--- src/sv/tsl_pkg.sv ---
`timescale 1ns / 1ps
// tsl_pkg: shared types and constants for the triangle strip to list unit
// no dependencies

package tsl_pkg;

  // width of a corner on the result side
  localparam int CORNER_BITS = 31;
  // index words added by one triangle
  localparam logic [31:0] TRI_WORDS = 32'd3;

  // input item
  typedef struct packed {
    logic signed [31:0] index_value;
    logic               strip_start;
  } in_item_t;

  // result item
  typedef struct packed {
    logic [CORNER_BITS-1:0] corner_first;
    logic [CORNER_BITS-1:0] corner_second;
    logic [CORNER_BITS-1:0] corner_third;
    logic                   capacity_exceeded;
    logic [31:0]            indices_written;
  } out_item_t;

  // command kinds passed from front to back
  typedef enum logic {
    OP_TRIANGLE,
    OP_OVERFLOW
  } tsl_op_t;

  // command queued between front and back
  typedef struct packed {
    tsl_op_t                op;
    logic                   flip;
    logic [CORNER_BITS-1:0] older;
    logic [CORNER_BITS-1:0] newer;
    logic [CORNER_BITS-1:0] current;
    logic [31:0]            count;
  } tsl_cmd_t;

endpackage

--- src/sv/tsl_front.sv ---
`timescale 1ns / 1ps
// tsl_front: takes index items, tracks held corners, winding and count,
// and queues triangle or overflow commands; depends on tsl_pkg

module tsl_front #(
  parameter int INDEX_BITS = 32
) (
  input  logic              clk,
  input  logic              rst,
  input  logic              push,
  input  tsl_pkg::in_item_t in_item,
  input  logic              full,
  input  logic              capacity_write,
  input  logic [31:0]       capacity_data,
  output logic              cmd_push,
  output tsl_pkg::tsl_cmd_t cmd
);
  import tsl_pkg::*;

  localparam int HELD_BITS = INDEX_BITS - 1;

  logic [31:0]          capacity;
  logic [HELD_BITS-1:0] older, older_next;
  logic [HELD_BITS-1:0] newer, newer_next;
  logic                 older_valid, older_valid_next;
  logic                 newer_valid, newer_valid_next;
  logic                 winding, winding_next;
  logic [31:0]          written_count, written_count_next;
  logic                 halted, halted_next;

  logic                  accept;
  logic [INDEX_BITS-1:0] idx;
  logic                  negative;
  logic [HELD_BITS-1:0]  k;
  logic                  older_valid_eff;
  logic                  newer_valid_eff;
  logic                  winding_eff;
  logic [32:0]           sum;
  logic                  overflow;

  assign accept   = push && !full;
  assign idx      = in_item.index_value[INDEX_BITS-1:0];
  assign negative = idx[INDEX_BITS-1];
  assign k        = idx[HELD_BITS-1:0];

  // a new strip record clears the held corners before the index is handled
  assign older_valid_eff = older_valid && !in_item.strip_start;
  assign newer_valid_eff = newer_valid && !in_item.strip_start;
  assign winding_eff     = winding || in_item.strip_start;

  // capacity check on the widened count
  assign sum      = {1'b0, written_count} + {1'b0, TRI_WORDS};
  assign overflow = sum > {1'b0, capacity};

  // next state and command
  always_comb begin
    older_next         = older;
    newer_next         = newer;
    older_valid_next   = older_valid;
    newer_valid_next   = newer_valid;
    winding_next       = winding;
    written_count_next = written_count;
    halted_next        = halted;
    cmd_push           = 1'b0;
    cmd.op             = OP_TRIANGLE;
    cmd.flip           = ~winding_eff;
    cmd.older          = CORNER_BITS'(older);
    cmd.newer          = CORNER_BITS'(newer);
    cmd.current        = CORNER_BITS'(k);
    cmd.count          = sum[31:0];
    if (accept && !halted) begin
      if (negative) begin
        older_valid_next = 1'b0;
        newer_valid_next = 1'b0;
        winding_next     = 1'b1;
      end else if (!older_valid_eff) begin
        older_next       = k;
        older_valid_next = 1'b1;
        newer_valid_next = 1'b0;
        winding_next     = winding_eff;
      end else if (!newer_valid_eff) begin
        newer_next       = k;
        newer_valid_next = 1'b1;
        winding_next     = winding_eff;
      end else if (overflow) begin
        halted_next = 1'b1;
        cmd_push    = 1'b1;
        cmd.op      = OP_OVERFLOW;
        cmd.count   = written_count;
      end else begin
        written_count_next = sum[31:0];
        winding_next       = ~winding_eff;
        older_next         = newer;
        newer_next         = k;
        cmd_push           = 1'b1;
      end
    end
  end

  // control state
  always_ff @(posedge clk) begin
    if (rst) begin
      capacity      <= 32'hFFFF_FFFF;
      older_valid   <= 1'b0;
      newer_valid   <= 1'b0;
      winding       <= 1'b1;
      written_count <= '0;
      halted        <= 1'b0;
    end else begin
      if (capacity_write) begin
        capacity <= capacity_data;
      end
      older_valid   <= older_valid_next;
      newer_valid   <= newer_valid_next;
      winding       <= winding_next;
      written_count <= written_count_next;
      halted        <= halted_next;
    end
  end

  // held corners
  always_ff @(posedge clk) begin
    older <= older_next;
    newer <= newer_next;
  end

`ifndef NO_ASSERTIONS
  a_halt_sticks: assert property (@(posedge clk) disable iff (rst)
    halted |=> halted)
    else $error("halt flag cleared without reset");

  a_no_cmd_halted: assert property (@(posedge clk) disable iff (rst)
    halted |-> !cmd_push)
    else $error("command issued while halted");

  a_count_step: assert property (@(posedge clk) disable iff (rst)
    (cmd_push && cmd.op == OP_TRIANGLE) |=>
      written_count == $past(written_count) + TRI_WORDS)
    else $error("count did not advance by one triangle");

  a_newer_needs_older: assert property (@(posedge clk) disable iff (rst)
    newer_valid |-> older_valid)
    else $error("newer corner held without older corner");
`endif

endmodule

--- src/sv/tsl_queue.sv ---
`timescale 1ns / 1ps
// tsl_queue: short command queue between front and back
// depends on tsl_pkg

module tsl_queue #(
  parameter int DEPTH = 2
) (
  input  logic              clk,
  input  logic              rst,
  input  logic              push,
  input  tsl_pkg::tsl_cmd_t cmd_in,
  output logic              full,
  input  logic              pop,
  output logic              nonempty,
  output tsl_pkg::tsl_cmd_t cmd_out
);
  import tsl_pkg::*;

  localparam int PTR_BITS = (DEPTH > 1) ? $clog2(DEPTH) : 1;
  localparam int CNT_BITS = $clog2(DEPTH + 1);

  tsl_cmd_t            mem [DEPTH];
  logic [PTR_BITS-1:0] wr_ptr;
  logic [PTR_BITS-1:0] rd_ptr;
  logic [CNT_BITS-1:0] count;
  logic                do_push;
  logic                do_pop;

  assign full     = count == CNT_BITS'(DEPTH);
  assign nonempty = count != '0;
  assign do_push  = push && !full;
  assign do_pop   = pop && nonempty;
  assign cmd_out  = mem[rd_ptr];

  // storage
  always_ff @(posedge clk) begin
    if (do_push) begin
      mem[wr_ptr] <= cmd_in;
    end
  end

  // pointers and fill count
  always_ff @(posedge clk) begin
    if (rst) begin
      wr_ptr <= '0;
      rd_ptr <= '0;
      count  <= '0;
    end else begin
      if (do_push) begin
        wr_ptr <= (wr_ptr == PTR_BITS'(DEPTH - 1)) ? '0 : wr_ptr + 1'b1;
      end
      if (do_pop) begin
        rd_ptr <= (rd_ptr == PTR_BITS'(DEPTH - 1)) ? '0 : rd_ptr + 1'b1;
      end
      case ({do_push, do_pop})
        2'b10:   count <= count + 1'b1;
        2'b01:   count <= count - 1'b1;
        default: count <= count;
      endcase
    end
  end

`ifndef NO_ASSERTIONS
  a_no_push_full: assert property (@(posedge clk) disable iff (rst)
    push |-> !full)
    else $error("push into full queue");

  a_no_pop_empty: assert property (@(posedge clk) disable iff (rst)
    pop |-> nonempty)
    else $error("pop from empty queue");

  a_count_bound: assert property (@(posedge clk) disable iff (rst)
    count <= CNT_BITS'(DEPTH))
    else $error("queue fill count out of range");
`endif

endmodule

--- src/sv/tsl_back.sv ---
`timescale 1ns / 1ps
// tsl_back: turns queued commands into result items in an output register
// depends on tsl_pkg

module tsl_back (
  input  logic               clk,
  input  logic               rst,
  input  logic               cmd_valid,
  input  tsl_pkg::tsl_cmd_t  cmd,
  output logic               cmd_pop,
  output logic               empty,
  input  logic               pop,
  output tsl_pkg::out_item_t out_item
);
  import tsl_pkg::*;

  logic      out_valid;
  out_item_t result;

  // load when the register is free or being taken this cycle
  assign cmd_pop = cmd_valid && (!out_valid || pop);
  assign empty   = !out_valid;

  // result formatting: winding picks the corner order; an overflow command zeroes the corners and sets the flag
  always_comb begin
    result.corner_third      = cmd.current;
    result.indices_written   = cmd.count;
    result.capacity_exceeded = 1'b0;
    if (cmd.flip) begin
      result.corner_first  = cmd.newer;
      result.corner_second = cmd.older;
    end else begin
      result.corner_first  = cmd.older;
      result.corner_second = cmd.newer;
    end
    case (cmd.op)
      OP_OVERFLOW: begin
        result.corner_first      = '0;
        result.corner_second     = '0;
        result.corner_third      = '0;
        result.capacity_exceeded = 1'b1;
      end
      default: begin
        result.capacity_exceeded = 1'b0;
      end
    endcase
  end

  // output valid
  always_ff @(posedge clk) begin
    if (rst) begin
      out_valid <= 1'b0;
    end else if (cmd_pop) begin
      out_valid <= 1'b1;
    end else if (pop) begin
      out_valid <= 1'b0;
    end
  end

  // output payload
  always_ff @(posedge clk) begin
    if (cmd_pop) begin
      out_item <= result;
    end
  end

endmodule

--- src/sv/triangle_strip_to_list_unit.sv ---
`timescale 1ns / 1ps
// triangle_strip_to_list_unit: top level of the strip to list assembler
// depends on tsl_pkg, tsl_front, tsl_queue, tsl_back
//
// Usage:
//   Input queue side: an item (vertex index, strip start flag) is taken at
//   an edge with push high and full low. A negative index at INDEX_BITS
//   width restarts the strip; the first two indices of a strip are held,
//   each later one yields one triangle with alternating winding.
//   Result queue side: while empty is low the oldest triangle sits on
//   out_item; pop high at an edge takes it.
//   Capacity: capacity_write loads capacity_data at the edge; write only
//   while idle. A triangle that would pass the capacity gives one flagged
//   item instead and the unit then drops every later index until reset.
//   Throughput: one item per cycle while full is low. A result passes
//   through the command queue and then the output register.
//   Stall: while pop is low, results wait in the QUEUE_DEPTH command queue
//   plus the output register; full rises when the queue is full.
//   Reset: rst clears corners, count, halt flag and queues; capacity
//   returns to all ones. No clearing pass is needed.

module triangle_strip_to_list_unit #(
  parameter int INDEX_BITS  = 32,
  parameter int QUEUE_DEPTH = 2
) (
  input  logic               clk,
  input  logic               rst,
  input  logic               push,
  output logic               full,
  input  tsl_pkg::in_item_t  in_item,
  output logic               empty,
  input  logic               pop,
  output tsl_pkg::out_item_t out_item,
  input  logic               capacity_write,
  input  logic [31:0]        capacity_data
);
  import tsl_pkg::*;

  logic     cmd_push;
  tsl_cmd_t cmd_in;
  logic     q_nonempty;
  logic     q_pop;
  tsl_cmd_t cmd_out;

  // front: classify and track strip state
  tsl_front #(
    .INDEX_BITS(INDEX_BITS)
  ) u_front (
    .clk            (clk),
    .rst            (rst),
    .push           (push),
    .in_item        (in_item),
    .full           (full),
    .capacity_write (capacity_write),
    .capacity_data  (capacity_data),
    .cmd_push       (cmd_push),
    .cmd            (cmd_in)
  );

  // command queue
  tsl_queue #(
    .DEPTH(QUEUE_DEPTH)
  ) u_queue (
    .clk      (clk),
    .rst      (rst),
    .push     (cmd_push),
    .cmd_in   (cmd_in),
    .full     (full),
    .pop      (q_pop),
    .nonempty (q_nonempty),
    .cmd_out  (cmd_out)
  );

  // back: result formatting and output register
  tsl_back u_back (
    .clk       (clk),
    .rst       (rst),
    .cmd_valid (q_nonempty),
    .cmd       (cmd_out),
    .cmd_pop   (q_pop),
    .empty     (empty),
    .pop       (pop),
    .out_item  (out_item)
  );

endmodule

--- config.mk ---
export PLATFORM = sky130hd
export DESIGN_NAME = triangle_strip_to_list_unit
export DESIGN_NICKNAME = d
export VERILOG_FILES = /design/src/sv/tsl_pkg.sv /design/src/sv/tsl_front.sv /design/src/sv/tsl_queue.sv /design/src/sv/tsl_back.sv /design/src/sv/triangle_strip_to_list_unit.sv
export SDC_FILE = /design/constraint.sdc
export NUM_CORES = 1
export LEC_CHECK = 0
export ABC_AREA = 1
export ABC_CLOCK_PERIOD_IN_PS = 18500
export BUFFER_PORTS_ARGS = -buffer_cell sky130_fd_sc_hd__buf_2
export CAP_MARGIN = 0
export CORE_ASPECT_RATIO = 2
export CORE_MARGIN = 5
export CORE_UTILIZATION = 45
export CTS_BUF_LIST = sky130_fd_sc_hd__clkbuf_4 sky130_fd_sc_hd__clkbuf_8
export CTS_CLUSTER_DIAMETER = 80
export DETAILED_ROUTE_END_ITERATION = 8
export SLEW_MARGIN = 30
export SYNTH_ARGS = -nofsm -noshare
export SYNTH_HDL_FRONTEND = slang
export SYNTH_HIERARCHICAL = 1
export SYNTH_SLANG_ARGS = --single-unit
--- constraint.sdc ---
create_clock -name clk -period 18.5 [get_ports clk]
set_clock_uncertainty 0.15 [all_clocks]
set_input_delay 1.85 -clock clk [delete_from_list [all_inputs] [get_ports clk]]
set_output_delay 1.85 -clock clk [all_outputs]
set_load 0.01 [all_outputs]
Yosys cells after proc, flatten, opt, wreduce, memory -nomap -nowiden

Memory sizes are Yosys's and may differ from the RTL's. A register that Yosys moved wholly into a read port is not among the register bits.
Cells that the tools add are included.

Bits in read-only memories: 0
Input bits: 70
Bits in registers: 261
Memories: 1
Latch bits: 0
Bits in writable memories: 254

Shift-type cells: 0
Bitwise operators: 2
$add $sub $neg: 5
Muxes and demuxes: 39
Order comparisons: 1
Equal/unequal tests: 9
Multiply operators: 0
Divide/modulo/power cells: 0
Reduce and logical (&&, ||, !) cells: 23

Memories:

| name        | words | bits a word | read ports | clocked after memory_dff | write ports | RTL line        | RTL |
|---|---|---|---|---|---|---|---|
| u_queue.mem | 2     | 127         | 1          | 1                        | 1           | tsl_queue.sv:22 | `tsl_cmd_t mem [DEPTH];` |

Operators by type and width:

| operator                                             | count |
|---|---|
| 2-to-1 mux 32 bit                                    | 5 |
| 2-to-1 mux 31 bit                                    | 5 |
| 2-to-1 mux 62 bit                                    | 1 |
| adder 32 x 2 -> 33 bit (second input constant)       | 1 |
| greater-than comparator 33 x 32 -> 1 bit             | 1 |
| 2-to-1 mux 1 bit                                     | 27 |
| AND reduction 4 bit                                  | 3 |
| inequality test 2 bit (second input constant)        | 4 |
| logical AND 1 bit                                    | 7 |
| AND reduction 2 bit                                  | 3 |
| nonzero test 2 bit                                   | 3 |
| AND reduction 5 bit                                  | 1 |
| equality test 2 bit (second input constant)          | 2 |
| logical NOT 1 bit                                    | 4 |
| inequality test 4 bit (second input constant)        | 1 |
| case mux 2 bit (2 select lines)                      | 1 |
| inequality test 3 bit (second input constant)        | 1 |
| adder 1 bit (second input constant)                  | 2 |
| adder 2 x 1 -> 2 bit (second input constant)         | 1 |
| equality test 2 x 1 -> 1 bit (second input constant) | 1 |
| logical OR 1 bit                                     | 2 |
| inverter 1 bit                                       | 2 |
| subtractor 2 x 1 -> 2 bit (second input constant)    | 1 |

Longest topological paths before layout

Depth after elaboration: 9
Gate-level depth with buffers: 25

By module

Netlist, hierarchy kept.

By module, submodules not included:

| module    | area an instance (um^2) | times used | cells an instance | sequential area each (um^2) |
|---|---|---|---|---|
| tsl_queue | 9517.9                  | 1          | 435               | 7727.4 |
| tsl_front | 7170.6                  | 1          | 905               | 3223.1 |
| tsl_back  | 4971.0                  | 1          | 405               | 3803.6 |

Worst setup path after synthesis

No wires, ideal clock.

Kind: input port to flip-flop
Start point: in pop
End point: reg u_queue.count[1]
Setup slack: 9.215 ns
Stages: 10
Arrival: 9.071 ns
Buffers on the path: 0
Cell sequence: inv_1 > a21oi_1 > nand2_1 > inv_1 > ha_1 > inv_1 > nand2_1 > nor2_1 > nor2_1 > nor2_1

Longest elaborated chain between the ends: 5
Elaborated cells on any way between the ends: 7

Ends and longest elaborated chain:

| item                                                                  | RTL line                          | RTL |
|---|---|---|
| start: declaration                                                    | triangle_strip_to_list_unit.sv:32 | `input logic pop,` |
| logical OR 1 bit (*)                                                  | tsl_back.sv:21                    | `assign cmd_pop = cmd_valid && (!out_valid \|\| pop);` |
| logical AND 1 bit (*)                                                 | tsl_back.sv:21                    |  |
| net q_pop                                                             | triangle_strip_to_list_unit.sv:42 | `logic q_pop;` |
| logical AND 1 bit (*)                                                 | tsl_queue.sv:32                   | `assign do_pop = pop && nonempty;` |
| net u_queue.do_pop                                                    | tsl_queue.sv:27                   | `logic do_pop;` |
| equality test 2 x 1 -> 1 bit or equality test 2 bit (tied branches)   | tsl_queue.sv:55                   | `case ({do_push, do_pop})` |
| case mux 2 bit (2 select lines) or nonzero test 2 bit (tied branches) | --                                |  |
| end signal: assignment                                                | tsl_queue.sv:56                   | `2'b10: count <= count + 1'b1;` |
| end signal: assignment                                                | tsl_queue.sv:57                   | `2'b01: count <= count - 1'b1;` |
| end signal: assignment                                                | tsl_queue.sv:58                   | `default: count <= count;` |
| end: declaration                                                      | tsl_queue.sv:25                   | `logic [CNT_BITS-1:0] count;` |

The timed path passes the listed nets; every way through them passes the cells marked *.
A chain may end at the register's enable or synchronous reset.

Worst setup path in the final report

Start point: in in_item[0] in the netlist's numbering
End point: mem u_queue/mem[1][70] in the netlist's numbering, enable pin

Longest elaborated chain between the ends: 9
Elaborated cells on any way between the ends: 10

Ends and longest elaborated chain:

| item                                       | RTL line                          | RTL |
|---|---|---|
| start: declaration                         | triangle_strip_to_list_unit.sv:30 | `input tsl_pkg::in_item_t in_item,` |
| logical NOT 1 bit (*)                      | tsl_front.sv:47, tsl_front.sv:48  |  |
| logical AND 1 bit                          | tsl_front.sv:48                   | `assign newer_valid_eff = newer_valid && !in_item.strip_start;` |
| 2-to-1 mux 1 bit                           | tsl_front.sv:81                   | `end else if (!newer_valid_eff) begin` |
| 2-to-1 mux 1 bit (*)                       | tsl_front.sv:76                   | `end else if (!older_valid_eff) begin` |
| 2-to-1 mux 1 bit (*)                       | tsl_front.sv:72                   | `if (negative) begin` |
| 2-to-1 mux 1 bit (*)                       | tsl_front.sv:71                   | `if (accept && !halted) begin` |
| net cmd_push                               | triangle_strip_to_list_unit.sv:39 | `logic cmd_push;` |
| logical AND 1 bit (*)                      | tsl_queue.sv:31                   | `assign do_push = push && !full;` |
| 2-to-1 mux 1 bit (*)                       | tsl_queue.sv:37                   | `if (do_push) begin` |
| 2-to-1 mux 1 bit (not written as such) (*) | tsl_queue.sv:38                   | `mem[wr_ptr] <= cmd_in;` |
| end: declaration                           | tsl_queue.sv:22                   |  |

Marked as above.

==> reports/qor.txt <==
Die Span Y: 320 microns
DIE WIDTH: 165 microns
Leak: 9.69 nW
IO Count: 198
Wirelength per Cell: 17.3 microns
unrepaired setup endpoints after global routing: no
total wire length: 45400 microns
via count: 12800
CTS H-tree lvls: 3
CP Cell Sequence: buf_2 -> inv_2 -> nand2_2 -> nor2_1 -> nand2_1 -> nor2_2 -> inv_1 -> nor2_1 -> nand2_1 -> inv_6 -> buf_4
gr ovfl total: 0
worst slew pin tran: 928 ps
Critical path origin: in_item[0]
setup TNS: 0 ps
Synthesized Nets: 1849
DR iter-0 viols: 853
Final period util: 28.4%
ranking of synthesized cells by area: edfxtp_1 (61%), dfxtp_1 (6.8%), mux2_2 (5.0%)
placed cells: 2487
r2r startpoint: u_front/written_count[0]$_SDFFE_PP0P_
leading area contributor after synthesis: edfxtp_1
number of vias per cell: 4.90
Initial Utilization: 45.5%
outcome: finished clean
Worst Path Required: 18580 ps
Root Buffer: clkbuf_8
post-layout min period: 5250 ps
clock sink count: 516
CTS Buffer Depth: 3
Arr. time, crit path: 5330 ps
Syn Area/Cell: 12.4 sq um
startpoint types: primary input
CTS Hold Buffers Added: 0
die area: 0.0529 sq mm
non-filler instance count after layout: 2620
DRC errors left: 0
DRT Pass-1 Iters: 7
global-route wire length before repair: 71200 microns
Worst Path Class, Setup: in2reg
Slew headroom: 38.2%
CTS buffer count: 71
area grow syn2layout: 13.2%
Slew Limit Fails: 0
post-synth top area share: 61.3%
VDD IR-drop max: 0.0000622 V
HP Start: u_front/older[20]$_DFFE_PP_
Crit-path slowest cell: buf_4
Final Hold Vio Count: 0
Worst-Skew Late Latency: 620 ps
HP Class: reg2reg
CTS-repair resized insts: 0
YS warnings: 6
final instance area: 0.0245 sq mm
number of global-route vias before repair: 13400
final setup fails: 0
clock-pin slew on the worst setup and hold paths: 70 ps
Rows: 113
initial antenna violation count: 5
CTS tree: yes
Worst Hold Slack: 292 ps
CP peak stage delay: 770 ps
crit-path max FO: 66
post-route ant nets: 0
post-synthesis sequential area ratio: 68.1%
fmax: 190 MHz
Netlist cell types: 44
Placed Instance Area: 0.0230 sq mm
layout cell share with drive strength beyond 1: 24.9%
PD cells: 91.4 mW/mm^2
Worst setup EP type: register
max-capacitance violation count: 0
hpwl dp: 30600 microns
FF+latch count, synth: 516
Post-CTS Setup Bufs: 0
Buffers on Ports: 197
Mapped Area: 0.0217 sq mm
Synth Instances: 1745
GRT Total Usage: 17.3%
Layout Nets: 2032
final core occ: 51.4%
Placer Congestion: 1.03
core area: 0.0476 sq mm
largest net degree at the start of global routing: 76
[per-layer routing]
metal,global-route usage (%),routed length [microns]
met5,0,11
met4,7.62,1660
met3,3.48,2710
met2,31.7,24300
met1,19.1,16800
[area by class of cell]
| type | instances | area [sq um] |
|---|---|---|
| clock inverter | 30 | 302 |
| multi-input combinational | 968 | 5710 |
| tap | 632 | 791 |
| timing repair buffer | 209 | 1080 |
| antenna | 4 | 10.0 |
| clock buffer | 99 | 1240 |
| fill | 4175 | 23100 |
| sequential | 516 | 14800 |
| inverter | 162 | 617 |
[metrics by stage]
step | worst slack, ps | total power [mW]
2_1_floorplan | 9220 | 1.32
4_1_cts | 13260 | 2.28
3_3_place_gp | 12330 | 1.33
6_report | 13250 | 2.24
3_5_place_dp | 12560 | 1.33
5_1_grt | 12980 | 2.33
[final timing paths]
| check | endpoint | cells past startpoint | slack (ps) |
|---|---|---|---|
| hold / removal | u_queue/mem[1][114]$_DFFE_PP_ | 0 | 290 |
| setup reg to reg | u_queue/mem[1][30]$_DFFE_PP_ | 19 | 13670 |
| setup / recovery | u_queue/mem[1][70]$_DFFE_PP_ | 11 | 13250 |
| hold reg to reg | u_queue/mem[1][114]$_DFFE_PP_ | 0 | 290 |
[registers in the layout, indices dropped and copies added (netlist names), named ones only]
signal / cells
u_queue/mem: 254
u_back/out_item: 126
u_front/capacity: 32
u_front/written_count: 32
u_front/newer: 31
u_front/older: 31
u_queue/count: 2
u_back/out_valid: 1
u_front/halted: 1
u_front/newer_valid: 1
u_front/older_valid: 1
u_front/winding: 1
u_queue/rd_ptr: 1
u_queue/wr_ptr: 1
[critical path, delay by kind of cell]
kind	cells	cell delay, ps
buffers and inverters	5	1520
and+or+nand+nor	6	1800
[cell usage after synthesis, drive strengths merged]
cell type	count
o22ai	1
and3	1
dfxtp	74
nor2	233
or2	3
nand4	19
xor2	24
nand2	277
xnor2	1
mux2	127
o311ai	1
a21o	2
inv	162
o21bai	4
nor4	6
a21oi	65
nand3	17
clkbuf	22
nand3b	2
nor3	18
o21a	1
ha	34
o21ai	132
edfxtp	442
buf	77
[logic make-up (layout without fill, tap and decap cells)]
group           Yosys count  count (layout)  share of synthesized area, %
flops                   516             516                          68.1
mux                     127             127                          7.12
buf+inv                 261             500                          5.74
simple gates            576             576                          11.1
other cells               0               4                             0
compound gates          206             206                          4.90
fa+ha+maj                34              34                          1.96
xor+xnor                 25              25                          1.01
[cell usage in the layout, fill, tap and decap left out, types with 8 or more instances in the layout]
| master | synthesis | layout |
|---|---|---|
| mux2_4 | 30 | 30 |
| edfxtp_1 | 442 | 442 |
| clkbuf_4 | 0 | 19 |
| ha_1 | 34 | 34 |
| clkinv_2 | 0 | 13 |
| nor3_1 | 13 | 13 |
| nand2_1 | 271 | 270 |
| o21ai_1 | 33 | 33 |
| nand3_1 | 17 | 17 |
| nand4_1 | 17 | 17 |
| xor2_1 | 24 | 24 |
| clkinv_1 | 0 | 8 |
| buf_4 | 35 | 12 |
| buf_2 | 28 | 196 |
| o21ai_0 | 98 | 98 |
| dfxtp_1 | 74 | 73 |
| clkbuf_8 | 0 | 80 |
| nor2_1 | 229 | 228 |
| a21oi_1 | 64 | 61 |
| mux2_2 | 97 | 97 |
| inv_1 | 154 | 153 |
[where the power goes]
part | switching, mW | total (mW) | internal, mW | leakage (nW)
Sequential | 0.00322 | 1.26 | 1.26 | 4.60
Clock | 0.414 | 0.935 | 0.522 | 0.812
Combinational | 0.0262 | 0.0402 | 0.0140 | 4.28
Total | 0.443 | 2.24 | 1.80 | 9.69
Note: power is estimated with default switching activity, not from simulation.
